--- config.mk ---
export PLATFORM = sky130hd
export DESIGN_NAME = masked_pixel_to_rgba_converter_unit
export DESIGN_NICKNAME = d
export VERILOG_FILES = /design/src/hdl/mprc_pkg.sv /design/src/hdl/masked_pixel_to_rgba_converter_unit.sv
export SDC_FILE = /design/constraint.sdc
export NUM_CORES = 2
export LEC_CHECK = 0
export BUFFER_PORTS_ARGS = -buffer_cell sky130_fd_sc_hd__buf_2
export CAP_MARGIN = 20
export CORE_ASPECT_RATIO = 1.5
export CORE_MARGIN = 2
export CORE_UTILIZATION = 60
export CTS_BUF_LIST = sky130_fd_sc_hd__clkbuf_8
export DETAILED_ROUTE_END_ITERATION = 6
export PLACE_DENSITY = 0.82
export REMOVE_ABC_BUFFERS = 1
export SLEW_MARGIN = 20
export SYNTH_ARGS = -nofsm -noshare
export SYNTH_HDL_FRONTEND = slang
export SYNTH_SLANG_ARGS = --single-unit
export TNS_END_PERCENT = 5
--- constraint.sdc ---
create_clock -name clk -period 10.83 [get_ports clk]
set_input_delay 1.6245 -clock clk [delete_from_list [all_inputs] [get_ports clk]]
set_output_delay 1.6245 -clock clk [all_outputs]
set_load 0.02 [all_outputs]
--- src/hdl/mprc_pkg.sv ---
// ----------------------------------------------------------------------------
// mprc_pkg: shared types and helpers for the masked pixel to RGBA converter
// Source format codes, register indexes, reset values, per-channel division
// record and the two arithmetic helpers used by the pipeline.
// ----------------------------------------------------------------------------
package mprc_pkg;

  // source pixel format
  typedef enum logic [1:0] {
    PM_32 = 2'd0,
    PM_24 = 2'd1,
    PM_16 = 2'd2
  } mode_t;

  localparam int CFG_IDX_W = 3;

  // configuration register indexes
  typedef enum logic [CFG_IDX_W-1:0] {
    CFG_MODE        = 3'd0,
    CFG_RED_FIELD   = 3'd1,
    CFG_GREEN_FIELD = 3'd2,
    CFG_BLUE_FIELD  = 3'd3,
    CFG_ALPHA_FIELD = 3'd4,
    CFG_SRC_SHIFTS  = 3'd5,
    CFG_DST_SHIFTS  = 3'd6
  } cfg_idx_t;

  localparam logic [1:0]  RST_MODE        = 2'd0;
  localparam logic [31:0] RST_RED_FIELD   = 32'h0000_00FF;
  localparam logic [31:0] RST_GREEN_FIELD = 32'h0000_FF00;
  localparam logic [31:0] RST_BLUE_FIELD  = 32'h00FF_0000;
  localparam logic [31:0] RST_ALPHA_FIELD = 32'hFF00_0000;
  localparam logic [19:0] RST_SHIFTS      = 20'd803072;

  localparam logic [7:0]  OPAQUE = 8'hFF;
  localparam int          NUM_CH = 3;   // red, green, blue
  localparam int          NUM_DIV_ST = 4;
  // extract, multiply, division stages, pack
  localparam int          NUM_ST = NUM_DIV_ST + 3;

  // one color channel in the long-division pipe
  typedef struct packed {
    logic [23:0] rem;
    logic [7:0]  quo;
    logic [31:0] div;
  } dch_t;

  // per-beat sideband carried alongside the division
  typedef struct packed {
    logic [1:0]             mode;
    logic [7:0]             alpha;
    logic [NUM_CH-1:0]      dz;
    logic [NUM_CH-1:0][7:0] fix;
  } side_t;

  // exact x/255 for any x up to 255*255
  function automatic logic [7:0] div255(input logic [15:0] x);
    logic [16:0] t;
    t = {1'b0, x} + {9'h000, x[15:8]} + 17'd1;
    return t[15:8];
  endfunction

  // one restoring long-division step producing quotient bit k
  function automatic dch_t div_step(input dch_t d, input logic [2:0] k);
    logic [39:0] trial;
    dch_t        r;
    r     = d;
    trial = {8'h00, d.div} << k;
    if ({16'h0000, d.rem} >= trial) begin
      r.rem    = d.rem - trial[23:0];
      r.quo[k] = 1'b1;
    end
    return r;
  endfunction

endpackage

--- src/hdl/masked_pixel_to_rgba_converter_unit.sv ---
// ----------------------------------------------------------------------------
// masked_pixel_to_rgba_converter_unit: masked pixel to packed RGBA converter
// Extracts channels by mask and shift, premultiplies (32 bpp), passes (24 bpp)
// or rescales by long division (16 bpp), then packs at destination shifts.
// ----------------------------------------------------------------------------
// Stages: 7 register stages, extract, multiply, four division stages and pack;
//   an unused source format code yields an all-zero rgba_word.
// Throughput: one pixel per cycle unless rgba_stall backs the pipe up; the
//   8-bit restoring 16 bpp rescale spans four stages, two quotient bits each.
// Each stage advances when it is empty or the stage after it moves, so
//   bubbles collapse and pixel_stall rises only when all 7 stages hold a beat.
// Reset clears all valid bits and loads the default register values.
module masked_pixel_to_rgba_converter_unit (
  input  logic                          clk,
  input  logic                          rst,
  input  logic                          cfg_we,
  input  logic [mprc_pkg::CFG_IDX_W-1:0] cfg_index,
  input  logic [31:0]                   cfg_data,
  input  logic                          pixel_valid,
  output logic                          pixel_stall,
  input  logic [31:0]                   pixel_word,
  output logic                          rgba_valid,
  input  logic                          rgba_stall,
  output logic [31:0]                   rgba_word,
  output logic                          zero_divisor
);
  import mprc_pkg::*;

  // configuration registers
  logic [1:0]  pixel_mode;
  logic [31:0] red_field;
  logic [31:0] green_field;
  logic [31:0] blue_field;
  logic [31:0] alpha_field;
  logic [19:0] source_shifts;
  logic [19:0] dest_shifts;

  // pipeline control
  logic [NUM_ST-1:0] vld;
  logic [NUM_ST-1:0] vld_next;
  logic [NUM_ST-1:0] en;

  // stage 0: extraction
  logic [1:0]              s0_mode;
  logic [NUM_CH-1:0][15:0] s0_raw;
  logic [NUM_CH-1:0][31:0] s0_div;
  logic [NUM_CH-1:0]       s0_dz;
  logic [7:0]              s0_alpha;

  logic [31:0]             ex_word;
  logic [NUM_CH-1:0][31:0] ex_mask;
  logic [NUM_CH-1:0][4:0]  ex_sh;
  logic [NUM_CH-1:0][15:0] ex_raw;
  logic [NUM_CH-1:0][31:0] ex_div;
  logic [NUM_CH-1:0]       ex_dz;
  logic [31:0]             ex_alpha_raw;
  logic [7:0]              ex_alpha;

  // stage 1: multiply
  side_t             s1_side;
  dch_t [NUM_CH-1:0] s1_dv;
  side_t             mul_side;
  dch_t [NUM_CH-1:0] mul_dv;

  // stages 2..5: division
  side_t             dsd    [NUM_DIV_ST];
  dch_t [NUM_CH-1:0] ddv    [NUM_DIV_ST];
  side_t             sd_in  [NUM_DIV_ST];
  dch_t [NUM_CH-1:0] dv_in  [NUM_DIV_ST];
  dch_t [NUM_CH-1:0] dv_nx  [NUM_DIV_ST];

  // stage 6: pack
  logic [NUM_CH-1:0][7:0] pk_col;
  logic [31:0]            pk_word;
  logic                   pk_zero;

  // configuration writes
  always_ff @(posedge clk) begin
    if (rst) begin
      pixel_mode    <= RST_MODE;
      red_field     <= RST_RED_FIELD;
      green_field   <= RST_GREEN_FIELD;
      blue_field    <= RST_BLUE_FIELD;
      alpha_field   <= RST_ALPHA_FIELD;
      source_shifts <= RST_SHIFTS;
      dest_shifts   <= RST_SHIFTS;
    end else if (cfg_we) begin
      unique case (cfg_idx_t'(cfg_index))
        CFG_MODE:        pixel_mode    <= cfg_data[1:0];
        CFG_RED_FIELD:   red_field     <= cfg_data;
        CFG_GREEN_FIELD: green_field   <= cfg_data;
        CFG_BLUE_FIELD:  blue_field    <= cfg_data;
        CFG_ALPHA_FIELD: alpha_field   <= cfg_data;
        CFG_SRC_SHIFTS:  source_shifts <= cfg_data[19:0];
        CFG_DST_SHIFTS:  dest_shifts   <= cfg_data[19:0];
        default: ;
      endcase
    end
  end

  // per-stage advance; a stage moves when empty or its successor moves
  always_comb begin
    en[NUM_ST-1] = !vld[NUM_ST-1] || !rgba_stall;
    for (int i = NUM_ST-2; i >= 0; i--) begin
      en[i] = !vld[i] || en[i+1];
    end
    vld_next[0] = en[0] ? pixel_valid : vld[0];
    for (int i = 1; i < NUM_ST; i++) begin
      vld_next[i] = en[i] ? vld[i-1] : vld[i];
    end
  end

  assign pixel_stall = !en[0];
  assign rgba_valid  = vld[NUM_ST-1];

  always_ff @(posedge clk) begin
    if (rst) begin
      vld <= '0;
    end else begin
      vld <= vld_next;
    end
  end

  // stage 0: mask and shift out each channel
  always_comb begin
    ex_word    = (pixel_mode == PM_16) ? {16'h0000, pixel_word[15:0]} : pixel_word;
    ex_mask[0] = red_field;
    ex_mask[1] = green_field;
    ex_mask[2] = blue_field;
    for (int c = 0; c < NUM_CH; c++) begin
      ex_sh[c]  = source_shifts[5*c +: 5];
      ex_raw[c] = 16'((ex_word & ex_mask[c]) >> ex_sh[c]);
      ex_div[c] = ex_mask[c] >> ex_sh[c];
      ex_dz[c]  = (ex_div[c] == 32'h0);
    end
    ex_alpha_raw = (pixel_word & alpha_field) >> source_shifts[19:15];
    // alpha only comes from the source in 32 bpp with a nonzero mask
    if (pixel_mode == PM_32 && alpha_field != 32'h0) ex_alpha = ex_alpha_raw[7:0];
    else                                             ex_alpha = OPAQUE;
  end

  always_ff @(posedge clk) begin
    if (en[0]) begin
      s0_mode  <= pixel_mode;
      s0_raw   <= ex_raw;
      s0_div   <= ex_div;
      s0_dz    <= ex_dz;
      s0_alpha <= ex_alpha;
    end
  end

  // stage 1: premultiply by alpha, form raw*255 dividend
  always_comb begin
    mul_side.mode  = s0_mode;
    mul_side.alpha = s0_alpha;
    mul_side.dz    = s0_dz;
    for (int c = 0; c < NUM_CH; c++) begin
      mul_side.fix[c] = div255({8'h00, s0_raw[c][7:0]} * {8'h00, s0_alpha});
      mul_dv[c].rem   = {s0_raw[c], 8'h00} - {8'h00, s0_raw[c]};
      mul_dv[c].quo   = 8'h00;
      mul_dv[c].div   = s0_div[c];
    end
  end

  always_ff @(posedge clk) begin
    if (en[1]) begin
      s1_side <= mul_side;
      s1_dv   <= mul_dv;
    end
  end

  // stages 2..5: two restoring division steps per stage
  always_comb begin
    sd_in[0] = s1_side;
    dv_in[0] = s1_dv;
    for (int d = 1; d < NUM_DIV_ST; d++) begin
      sd_in[d] = dsd[d-1];
      dv_in[d] = ddv[d-1];
    end
    for (int d = 0; d < NUM_DIV_ST; d++) begin
      for (int c = 0; c < NUM_CH; c++) begin
        dv_nx[d][c] = div_step(div_step(dv_in[d][c], 3'(7 - 2*d)), 3'(6 - 2*d));
      end
    end
  end

  always_ff @(posedge clk) begin
    for (int d = 0; d < NUM_DIV_ST; d++) begin
      if (en[2+d]) begin
        dsd[d] <= sd_in[d];
        ddv[d] <= dv_nx[d];
      end
    end
  end

  // stage 6: pick channel values by mode and pack
  always_comb begin
    for (int c = 0; c < NUM_CH; c++) begin
      if (dsd[NUM_DIV_ST-1].mode == PM_16) begin
        pk_col[c] = dsd[NUM_DIV_ST-1].dz[c] ? 8'h00 : ddv[NUM_DIV_ST-1][c].quo;
      end else begin
        pk_col[c] = dsd[NUM_DIV_ST-1].fix[c];
      end
    end
    pk_word = ({24'h0, pk_col[0]} << dest_shifts[4:0])
            | ({24'h0, pk_col[1]} << dest_shifts[9:5])
            | ({24'h0, pk_col[2]} << dest_shifts[14:10])
            | ({24'h0, dsd[NUM_DIV_ST-1].alpha} << dest_shifts[19:15]);
    pk_zero = 1'b0;
    unique case (dsd[NUM_DIV_ST-1].mode)
      PM_32, PM_24: ;
      PM_16:   pk_zero = |dsd[NUM_DIV_ST-1].dz;
      default: pk_word = 32'h0;   // unused format code
    endcase
  end

  always_ff @(posedge clk) begin
    if (en[NUM_ST-1]) begin
      rgba_word    <= pk_word;
      zero_divisor <= pk_zero;
    end
  end

  // checks
  a_stall_only_full: assert property (@(posedge clk) disable iff (rst)
    pixel_stall |-> (vld == {NUM_ST{1'b1}}))
    else $error("input stalled while a pipeline stage was empty");

  a_accept_lands: assert property (@(posedge clk) disable iff (rst)
    (pixel_valid && !pixel_stall) |=> vld[0])
    else $error("accepted beat not captured in first stage");

  a_full_holds: assert property (@(posedge clk) disable iff (rst)
    (rgba_stall && vld == {NUM_ST{1'b1}}) |=> (vld == {NUM_ST{1'b1}}))
    else $error("beat dropped while output stalled");

  a_zero_mode: assert property (@(posedge clk) disable iff (rst)
    (rgba_valid && zero_divisor) |-> (pixel_mode == PM_16))
    else $error("zero divisor flag outside 16 bpp");

endmodule

==> results_dict.tcl <==
set metrics [dict create \
    status "finished with violations" \
    violations "DRC" \
    die_area_um2 150000 \
    cts_tree "done" \
    io_buffers 106 \
    multi_input_area_um2 47600 \
    grt_pass1_wl_mm 377 \
    dieWidth_um 317 \
    reg2reg_depth 23 \
    die_h_um 473 \
    crit_buf_inv 3 \
    hold-path-endpoint "dsd[1][5]" \
    clk_pin_slew_ns 0.07 \
    syn_inst 9008 \
    dr.pass1.iters 7 \
    path_delay_family "compound AO/OA/AOI/OAI gates" \
    sequentialPowerShare 0.261 \
    setup_viol 0 \
    grt_max_degree 95 \
    synth_cell_types 97 \
    synth_top_area_share 0.377 \
    synth_ff_type "edfxtp_1" \
    ys_top_cells_by_count "edfxtp_1, nand2_1, a21oi_1" \
    power_switching_mw 12.8 \
    vias_per_cell 6.22 \
    yosys_register_bits 1284 \
    final_net_count 9827 \
    cts_resized 0 \
    postCtsHoldBufs 0 \
    critPathKind "register to register" \
    drive_above_1_share 0.0915 \
    yosysTopAreaCell "edfxtp_1" \
    p_int_mw 16.8 \
    max_freq_ghz 0.139 \
    clock-sinks 1284 \
    seqCellArea_um2 36800 \
    syn-cell-area_um2 88100 \
    worstHoldStart "dsd[0][5]" \
    antenna_found_initial 8 \
    worst_pin_slew_ns 1.18 \
    num_vias 68699 \
    hp-class "register to register" \
    finClkSkew_ns 0.0722 \
    synth_edf_count 1107 \
    clock_latency_ns 0.95 \
    synth-seq-area-share 0.417 \
    synth_warnings 0 \
    crit_chain "inv_1 > ha_1 > inv_1 > fa_1 > a21o_1 > a21o_1 > a2111oi_4 > o31ai_1 > a31o_2 > a211oi_4 > a211o_1 > mux2_2 > ha_1 > a21oi_1 > o21bai_1 > a31oi_1 > o31ai_1 > a31o_2 > a21oi_1 > o21ai_0 > o21ai_1 > inv_2 > mux2_2" \
    core_area_um2 146000 \
    dp_hpwl_mm 191 \
    maxCapViolCount 0 \
    cts_root_buf "clkbuf_8" \
    placed_area_um2 90200 \
    fin_crit_sh 0.662 \
    slew_headroom 0.192 \
    crit_path_top_delay_cell "o21ai_1" \
    start_kind "register" \
    totalPowerFinal_mw 29.6 \
    fillers 11574 \
    wl_per_cell_um 22.4 \
    arrival_ns 7.85 \
    postCtsSetupBuffers 0 \
    slowest_delay_ns 0.69 \
    slew_violations 0 \
    ant_nets 0 \
    worst_setup_path_end_kind "register" \
    p_sw_frac 0.432 \
    io_pins 107 \
    finalSetupTns_ns 0 \
    syn_avg_cell_area_um2 9.78 \
    routed_wl_mm 248 \
    cts_made_buffers 183 \
    final_util 0.643 \
    rr_endpoint "ddv[2][180]" \
    hold_path_depth 0 \
    drc 19 \
    gp_congestion 1.01 \
    initial_utilization 0.603 \
    grt.overflow.total 0 \
    cp.required_ns 11.51 \
    p_clk_frac 0.130 \
    pwr-share-comb 0.609 \
    cts_max_level 4 \
    synth_area_leaders "edfxtp_1, ha_1, a21oi_1" \
    drtIter0Drc 6567 \
    post-route-min-period_ns 7.17 \
    gr-usage-all-layers 0.326 \
    reg2reg_slack_ns 3.66 \
    design_area_um2 93900 \
    powerDensity_nw_per_um2 316 \
    rsz0062_at_grt "no" \
    rows 172 \
    async_reset_ff_frac 0 \
    hold_viol 0 \
    path_max_fanout 27 \
    leakagePower_nw 38.6 \
    yosysMostFrequentCell "edfxtp_1" \
    grt_pass1_vias 67388 \
    area_growth_pct 6.56 \
    r2r-start "ddv[1][171]" \
    clockBufferDepth 3 \
    peakVddDrop_mv 0.187 \
]
-- registers in the layout, summed over array words and instances (netlist names), 32 cells and up --
name and count:
mul_dv 96, dsd 148, green_field 32, alpha_field 32, blue_field 32, red_field 32
dv_in 168, s0_raw 48, ddv 564, s1_side 37, rgba_word 32
-- per-stage QoR --
step	cells	setup WS (ns)	hold WS, ns
2_1_floorplan	8614	1.19	0.400
3_3_place_gp	10708	3.79	0.401
3_5_place_dp	10708	3.71	0.405
4_1_cts	11047	3.68	0.375
5_1_grt	11051	3.23	0.362
6_report	11051	3.66	0.378
-- layer usage --
| metal | GRT usage | part of all wire |
|---|---|---|
| met3 | 0.0556 | 0.070 |
| met1 | 0.393 | 0.39 |
| met2 | 0.536 | 0.47 |
| met5 | 0 | 0.000069 |
| met4 | 0.215 | 0.075 |
-- how the worst max path moves through the flow --
| stage | from | end | slack [ns] | cells past startpoint |
|---|---|---|---|---|
| after floorplan | rgba_stall | pixel_stall | 1.19 | 4 |
| after global placement | s0_alpha[3] | s1_side[15] | 3.79 | 21 |
| after detailed placement | ddv[1][171] | ddv[2][180] | 3.71 | 23 |
| after CTS | ddv[1][171] | ddv[2][180] | 3.68 | 23 |
| after global routing | ddv[1][171] | ddv[2][178] | 3.23 | 23 |
| final | ddv[1][171] | ddv[2][180] | 3.66 | 23 |
-- layout make-up --
| cell class | count | area share |
|---|---|---|
| multi-input cells | 6716 | 0.507 |
| repair buffers | 182 | 0.0119 |
| well taps | 1914 | 0.0255 |
| clock buffers | 193 | 0.0283 |
| flip-flops and latches | 1284 | 0.392 |
| clock inverters | 146 | 0.0110 |
| diodes | 2 | 0.0000533 |
| inverters | 614 | 0.0246 |
-- cell families after synthesis --
kind of cell / share of synthesized area
AO/OA/AOI/OAI: 0.158
flip-flops: 0.417
XOR/XNOR: 0.0446
buffers and inverters: 0.0437
adder cells (fa/ha/maj): 0.121
multiplexers: 0.0715
AND/OR/NAND/NOR: 0.144
-- worst register-to-register path: cells and delay by family, from the launching register on --
family | cells | cell delay (ns)
buffers and inverters | 3 | 0.59
adders and majority gates | 3 | 0.89
muxes | 2 | 0.83
AOI/OAI and AO/OA | 15 | 4.23
DFF | 1 | 0.39
-- power groups by stage --
stage	Clock (mW)	Sequential (mW)	Combinational, mW
floorplan	0	7.57	13.8
global placement	0	7.78	17.1
detailed placement	0	7.82	17.6
CTS	3.91	7.72	17.8
global route	4.11	7.83	19.9
finish	3.85	7.73	18.1
-- cells in the final DEF (no fill, tap or decap), types with 52 or more instances in the layout --
cell type / Yosys / layout
fa_1: 129 / 129
a211oi_1: 76 / 76
o21a_1: 84 / 84
clkbuf_8: 0 / 193
xnor2_1: 308 / 308
nand2b_1: 112 / 111
ha_1: 645 / 645
buf_4: 3 / 75
xor2_1: 138 / 138
o21bai_1: 63 / 63
nor2b_1: 90 / 89
buf_2: 29 / 105
nand3b_1: 52 / 52
o22ai_1: 62 / 62
nand2_1: 972 / 969
nand4_1: 77 / 77
nor3_1: 141 / 140
nand3_1: 250 / 249
o21ai_0: 564 / 564
a21oi_1: 771 / 769
nor2_1: 547 / 545
dfxtp_1: 177 / 168
and2_1: 191 / 191
edfxtp_1: 1107 / 1107
mux2_2: 247 / 247
a31oi_1: 54 / 54
inv_1: 608 / 643
mux2i_1: 268 / 268
a21o_1: 209 / 209
nor4_1: 82 / 82
Power figures use the tool's default switching activity.
